===== src/hdl/spisp_pkg.sv =====
// Shared types and constants for the SPI slave shift port.
package spisp_pkg;

   // Request command codes
   localparam logic [1:0] CMD_READ  = 2'd0;
   localparam logic [1:0] CMD_WRITE = 2'd1;
   localparam logic [1:0] CMD_PIN   = 2'd2;

   // Register selector codes
   localparam logic [1:0] SEL_CTRL = 2'd0;
   localparam logic [1:0] SEL_STAT = 2'd1;
   localparam logic [1:0] SEL_DATA = 2'd2;

   // Control register bit positions
   localparam int CTL_IRQ_EN_BIT = 7;
   localparam int CTL_ENABLE_BIT = 6;
   localparam int CTL_POL_BIT    = 3;
   localparam int CTL_PHASE_BIT  = 2;

   // Status register bit 7 is the done flag
   localparam int STAT_DONE_BIT = 7;

   localparam logic [3:0] BYTE_BITS = 4'd8;

   // One result of the core
   typedef struct packed {
      logic [7:0] read_byte;
      logic       miso_level;
      logic       irq_pulse;
      logic       done_flag;
   } rsp_type;

endpackage


===== src/hdl/spi_slave_shift_port_core.sv =====
// Top level of the SPI slave shift port: request channel, core and result register.
// Latency: a result is registered and appears in the cycle after its request is accepted.
// Throughput: one request per cycle while the result slot is empty or its result is taken;
// the result register is the only stage, and it reloads in the same cycle that its held result is taken.
// Reset (synchronous, active high) clears all state registers but the result data to their idle values
// and empties the result register; no request is taken while reset is high.
module spi_slave_shift_port_core (
   input  logic       clock,
   input  logic       reset,
   input  logic       req_valid,
   output logic       req_ready,
   input  logic [1:0] req_cmd,
   input  logic [1:0] req_reg_sel,
   input  logic [7:0] req_write_byte,
   input  logic       req_select_pin,
   input  logic       req_clock_pin,
   input  logic       req_mosi_pin,
   output logic       rsp_valid,
   input  logic       rsp_ready,
   output logic [7:0] rsp_read_byte,
   output logic       rsp_miso_level,
   output logic       rsp_irq_pulse,
   output logic       rsp_done_flag
);

   logic               accept;
   spisp_pkg::rsp_type core_rsp;
   spisp_pkg::rsp_type out_rsp;

   // Take a request whenever the result slot is free or being emptied
   assign req_ready = !reset && (!rsp_valid || rsp_ready);
   assign accept    = req_valid && req_ready;

   spisp_core u_core (
      .clock      (clock),
      .reset      (reset),
      .accept     (accept),
      .cmd        (req_cmd),
      .reg_sel    (req_reg_sel),
      .write_byte (req_write_byte),
      .select_pin (req_select_pin),
      .clock_pin  (req_clock_pin),
      .mosi_pin   (req_mosi_pin),
      .rsp        (core_rsp)
   );

   spisp_out u_out (
      .clock     (clock),
      .reset     (reset),
      .accept    (accept),
      .rsp_in    (core_rsp),
      .rsp_ready (rsp_ready),
      .rsp_valid (rsp_valid),
      .rsp_out   (out_rsp)
   );

   assign rsp_read_byte  = out_rsp.read_byte;
   assign rsp_miso_level = out_rsp.miso_level;
   assign rsp_irq_pulse  = out_rsp.irq_pulse;
   assign rsp_done_flag  = out_rsp.done_flag;

endmodule


===== src/hdl/spisp_core.sv =====
// Register file, pin-sample edge logic and per-request result for the SPI slave.
module spisp_core (
   input  logic               clock,
   input  logic               reset,
   input  logic               accept,
   input  logic [1:0]         cmd,
   input  logic [1:0]         reg_sel,
   input  logic [7:0]         write_byte,
   input  logic               select_pin,
   input  logic               clock_pin,
   input  logic               mosi_pin,
   output spisp_pkg::rsp_type rsp
);

   logic [7:0] control_ff, control_in;
   logic [7:0] status_ff, status_in;
   logic [7:0] tx_ff, tx_in;
   logic [7:0] rx_ff, rx_in;
   logic [3:0] bits_ff, bits_in;
   logic       sck_ff, sck_in;
   logic       phase_ff, phase_in;
   logic       miso_ff, miso_in;

   logic       pha, pol, active;
   logic [7:0] read_byte;
   logic       irq;

   assign pha = control_ff[spisp_pkg::CTL_PHASE_BIT];
   assign pol = control_ff[spisp_pkg::CTL_POL_BIT];

   // Active edge: enabled pin sample, clock changed, select low, right phase, right clock level, armed.
   // The select level only matters in the request that samples it, so the pin is used.
   assign active = (cmd == spisp_pkg::CMD_PIN) && control_ff[spisp_pkg::CTL_ENABLE_BIT]
                   && (sck_ff != clock_pin) && !select_pin && (phase_ff == pha)
                   && (clock_pin == (pol ^ pha ^ 1'b1)) && (bits_ff != 4'd0);

   // Next state and result for the current request
   always_comb begin
      control_in = control_ff;
      status_in  = status_ff;
      tx_in      = tx_ff;
      rx_in      = rx_ff;
      bits_in    = bits_ff;
      sck_in     = sck_ff;
      phase_in   = phase_ff;
      miso_in    = miso_ff;
      read_byte  = 8'd0;
      irq        = 1'b0;
      case (cmd)
         spisp_pkg::CMD_READ: begin
            case (reg_sel)
               spisp_pkg::SEL_CTRL: read_byte = control_ff;
               spisp_pkg::SEL_STAT: read_byte = status_ff;
               spisp_pkg::SEL_DATA: begin
                  read_byte = rx_ff;
                  tx_in     = rx_ff;
               end
               default: read_byte = 8'd0;
            endcase
         end
         spisp_pkg::CMD_WRITE: begin
            case (reg_sel)
               spisp_pkg::SEL_CTRL: begin
                  control_in = write_byte;
                  bits_in    = spisp_pkg::BYTE_BITS;
                  status_in[spisp_pkg::STAT_DONE_BIT] = 1'b0;
               end
               spisp_pkg::SEL_STAT: status_in = {status_ff[7], write_byte[6:0]};
               spisp_pkg::SEL_DATA: begin
                  tx_in   = write_byte;
                  bits_in = spisp_pkg::BYTE_BITS;
                  status_in[spisp_pkg::STAT_DONE_BIT] = 1'b0;
               end
               default: ;
            endcase
         end
         spisp_pkg::CMD_PIN: begin
            if (control_ff[spisp_pkg::CTL_ENABLE_BIT]) begin
               sck_in    = clock_pin;
               if (sck_ff != clock_pin) begin
                  phase_in = ~phase_ff;
               end
               if (active) begin
                  miso_in = tx_ff[7];
                  bits_in = bits_ff - 4'd1;
                  if (bits_ff == 4'd1) begin
                     // last bit: keep bytes, flag completion
                     rx_in = {rx_ff[7:1], mosi_pin};
                     if (control_ff[spisp_pkg::CTL_IRQ_EN_BIT]) begin
                        irq = 1'b1;
                     end else begin
                        status_in[spisp_pkg::STAT_DONE_BIT] = 1'b1;
                     end
                  end else begin
                     tx_in = {tx_ff[6:0], 1'b0};
                     rx_in = {rx_ff[6:1], mosi_pin, 1'b0};
                  end
               end
            end
         end
         default: ;
      endcase
   end

   // Result reflects state after this request
   always_comb begin
      rsp.read_byte  = read_byte;
      rsp.miso_level = miso_in;
      rsp.irq_pulse  = irq;
      rsp.done_flag  = status_in[spisp_pkg::STAT_DONE_BIT];
   end

   // State registers, updated once per accepted request
   always_ff @(posedge clock) begin
      if (reset) begin
         control_ff <= 8'd0;
         status_ff  <= 8'd0;
         tx_ff      <= 8'd0;
         rx_ff      <= 8'd0;
         bits_ff    <= 4'd0;
         sck_ff     <= 1'b0;
         phase_ff   <= 1'b0;
         miso_ff    <= 1'b0;
      end else if (accept) begin
         control_ff <= control_in;
         status_ff  <= status_in;
         tx_ff      <= tx_in;
         rx_ff      <= rx_in;
         bits_ff    <= bits_in;
         sck_ff     <= sck_in;
         phase_ff   <= phase_in;
         miso_ff    <= miso_in;
      end
   end

endmodule


===== src/hdl/spisp_out.sv =====
// Result register with valid/ready handshake for the SPI slave.
module spisp_out (
   input  logic               clock,
   input  logic               reset,
   input  logic               accept,
   input  spisp_pkg::rsp_type rsp_in,
   input  logic               rsp_ready,
   output logic               rsp_valid,
   output spisp_pkg::rsp_type rsp_out
);

   logic               valid_ff, valid_in;
   spisp_pkg::rsp_type data_ff, data_in;

   // Load on accept, drop when taken
   always_comb begin
      valid_in = valid_ff;
      data_in  = data_ff;
      if (accept) begin
         valid_in = 1'b1;
         data_in  = rsp_in;
      end else if (rsp_ready) begin
         valid_in = 1'b0;
      end
   end

   always_ff @(posedge clock) begin
      if (reset) begin
         valid_ff <= 1'b0;
      end else begin
         valid_ff <= valid_in;
      end
   end

   always_ff @(posedge clock) begin
      data_ff <= data_in;
   end

   assign rsp_valid = valid_ff;
   assign rsp_out   = data_ff;

endmodule


===== config.mk =====
export PLATFORM = sky130hd
export DESIGN_NAME = spi_slave_shift_port_core
export DESIGN_NICKNAME = d
export VERILOG_FILES = /design/src/hdl/spisp_pkg.sv /design/src/hdl/spi_slave_shift_port_core.sv /design/src/hdl/spisp_core.sv /design/src/hdl/spisp_out.sv
export SDC_FILE = /design/constraint.sdc
export NUM_CORES = 1
export LEC_CHECK = 0
export CELL_PAD_IN_SITES_DETAIL_PLACEMENT = 0
export CELL_PAD_IN_SITES_GLOBAL_PLACEMENT = 1
export CORE_UTILIZATION = 52
export CTS_BUF_LIST = sky130_fd_sc_hd__clkbuf_8 sky130_fd_sc_hd__clkbuf_16
export DETAILED_ROUTE_END_ITERATION = 8
export DONT_BUFFER_PORTS = 1
export PLACE_DENSITY = 0.9
export SKIP_LAST_GASP = 1
export SYNTH_ARGS = -nofsm -noshare
export SYNTH_HDL_FRONTEND = slang
export SYNTH_SLANG_ARGS = --single-unit

===== constraint.sdc =====
create_clock -name clock -period 5 [get_ports clock]
set_clock_uncertainty 0.05 [all_clocks]
set_input_delay 1 -clock clock [delete_from_list [all_inputs] [get_ports clock]]
set_output_delay 1 -clock clock [all_outputs]
set_load 0.1 [all_outputs]

==> summary.txt <==
STA
  • Final min period: 3.15 ns
  • Worst-margin pin slew: 1.05 ns
  • Setup TNS: 0 ns
  • Fmax: 318 MHz
  • Final-report setup violation count: 0
  • Final period util: 62.9%
  • Slew headroom: 29.8%
  • Slew Limit Fails: 0
  • Final hold viol count: 0
  • Setup ws final: 1.85 ns
  • RSZ-0062 raised after global routing: false

Finish
  • Share of cells above drive strength 1: 7.25%
  • Most common cell after layout, fill and taps aside: dfxtp_1
  • Nets@finish: 286
  • Commonest non-fill, non-tap cells in the layout: dfxtp_1 (40), nor2_1 (37), mux2i_1 (34), a21oi_1 (20), o21ai_0 (19)
  • Ant. Diodes: 0
  • Syn-to-layout area delta: 3.03%

Detailed routing
  • Routed Antenna Nets: 0
  • Drt drc: 0
  • Vias/cell: 5.71
  • Drt first pass iters: 4
  • Drt total wl: 5320 um
  • DR WL/cell: 16.2 um
  • First DRT Iteration DRCs: 199
  • DR vias: 1,879

Critical path
  • Crit-path max FO: 3
  • Crit path kind: reg -> out
  • Crit-path max cell delay: 0.81 ns
  • CP Cell Sequence: nor2b_1, nor2_2
  • Slowest CP cell: nor2_2
  • CP startpoint kind: flop
  • Worst endpoint required time: 3.95 ns
  • CP Data Arrival Time: 2.10 ns
  • Crit. End Element: primary output

GRT
  • Grt ovf: 0
  • GRT Total Usage: 22.5%
  • Largest net degree at the start of global routing: 43
  • First-pass GRT wire length: 8940 um
  • Antenna violations before repair: 0
  • Number of global-route vias before repair: 1,863

Placement
  • Setup Slack @ Placement: 1.69 ns
  • Placer Congestion: 0.829
  • I/O Buffers: 0
  • Dpl hpwl: 3670 um

Synthesis
  • Yosys reg bits: 51
  • Dominant synthesized flop cell: dfxtp_1
  • Mapped Area: 0.00256 mm^2
  • Post-synth EDFFs: 11
  • Library cells used by synthesis: 38
  • Sequential area share after synthesis: 44.2%
  • Async S/R FF share, synth: 0%
  • Synthesized instance count: 269
  • Synth warn: 0
  • Net Count, Synth: 294
  • Mean cell area of the mapped netlist: 9.52 um^2

Worst hold path
  • Hold/Removal Path Class: reg -> reg

Floorplanning
  • Initial Utilization: 54.2%
  • Core ar.: 0.00472 mm^2
  • Std cell rows: 25
  • Die ar.: 0.00521 mm^2
  • Chip height: 72.2 um
  • Chip width: 72.2 um
  • I/O pin cnt: 32

Clock tree
  • Hold buffers post-CTS: 0
  • Clock Path Buffers: 2
  • Htree depth: 2
  • Num CTS Buffers: 5
  • Post-CTS Resized: 0
  • Clock Tree Root: clkbuf_8
  • Clock slew at reported path FFs: 0.09 ns
  • CTS tree: built
  • # clock sinks: 51
  • Postcts setup bufs: 0
  • Worst-skew pair later-pin latency: 0.30 ns

Power
  • Pwr Density: 277 mW/mm^2
  • Worst VDD drop: 0.000152 V
  • Static leakage: 0.00106 uW

Run status
  • Outcome: finished clean

Flow run
  • Max cap viols: 0
==> critical path: cells and delay by family, from the launching register on <==
kind,cells,cell delay (ns)
flip-flops,1,0.65
AND/OR/NAND/NOR,2,1.14
==> where the power goes <==
part           internal, uW  switching [uW]  total, uW
Combinational          13.7            30.3       44.0
Sequential              425            29.6        454
Clock                  96.1             137        233
==> cell usage after synthesis, types with 2 or more instances <==
| library cell | n | area, um^2 |
|---|---|---|
| nor3_1 | 2 | 10.0 |
| clkbuf_1 | 9 | 33.8 |
| a22oi_1 | 7 | 52.6 |
| dfxtp_1 | 40 | 801 |
| xor2_1 | 2 | 17.5 |
| nand3_1 | 5 | 25.0 |
| ha_1 | 6 | 75.1 |
| and2_1 | 8 | 50.1 |
| nand4b_1 | 2 | 17.5 |
| mux2i_1 | 34 | 340 |
| nor2b_1 | 3 | 18.8 |
| a21oi_1 | 20 | 100 |
| o21ai_0 | 19 | 95.1 |
| mux2_2 | 2 | 22.5 |
| inv_1 | 9 | 33.8 |
| or3_1 | 12 | 75.1 |
| and3_1 | 3 | 18.8 |
| edfxtp_1 | 11 | 330 |
| nor2_1 | 38 | 143 |
| nand3b_1 | 2 | 15.0 |
| nand2_1 | 14 | 52.6 |
| xnor2_1 | 2 | 17.5 |
| buf_6 | 4 | 45.0 |
==> through the flow <==
stage	instance area, um^2	hold slack (ns)	instances	utilization (%)	power [uW]
after floorplan	2560	0.403	269	-	510
after global placement	2550	0.406	321	54.1	507
after detailed placement	2550	0.415	321	54.1	508
after CTS	2640	0.427	329	55.9	736
after global routing	2640	0.464	329	55.9	758
final	2640	0.429	329	55.9	731
==> layout make-up <==
type	count	area (um^2)
fillers	436	2080
multi-input cells	193	1300
flip-flops and latches	51	1130
well taps	67	83.8
clock buffers	5	68.8
inverters	9	33.8
clock inverters	3	16.3
repair buffers	1	7.51
==> metal layers <==
metal	wire length, um	part of all wire (%)	vias to the layer above	global-route usage [%]
met2	2550	48	54	36.6
met1	2410	45	895	29.4
met5	0	0	-	0
met3	296	5.6	6	5.56
met4	65	1.2	0	7.19
li1	-	-	924	-
==> state kept, by name (all words and copies together), names as in the netlist <==
name	count
u_core.tx_ff	8
u_core.sck_ff	1
u_core.control_ff	8
u_core.miso_ff	1
u_out.rsp_out	11
u_core.phase_ff	1
u_core.rx_ff	8
u_core.status_ff	8
u_core.bits_ff	4
u_out.rsp_valid	1
==> path summary, 6_finish.rpt <==
check,slack [ns],startpoint,cells past startpoint,endpoint
max,1.85,u_out.rsp_valid$_SDFFE_PP0P_,2,req_ready
min,0.43,u_core.tx_ff[3]$_SDFFE_PP0P_,2,u_core.tx_ff[3]$_SDFFE_PP0P_
max reg2reg,2.25,u_out.rsp_valid$_SDFFE_PP0P_,6,u_core.tx_ff[1]$_SDFFE_PP0P_
min reg2reg,0.43,u_core.tx_ff[3]$_SDFFE_PP0P_,2,u_core.tx_ff[3]$_SDFFE_PP0P_
==> cell families (layout without fill, tap and decap cells) <==
logic type / Yosys count / in the layout / synth area share (%)
xor gates and xnor gates: 5 / 5 / 2.00
and+or+nand+nor: 94 / 94 / 18.3
adders and majority gates: 6 / 6 / 2.93
buffers and inverters: 25 / 18 / 5.28
DFF: 51 / 51 / 44.2
muxes: 36 / 36 / 14.2
AOI/OAI and AO/OA: 52 / 52 / 13.1
Power figures use the tool's default switching activity.
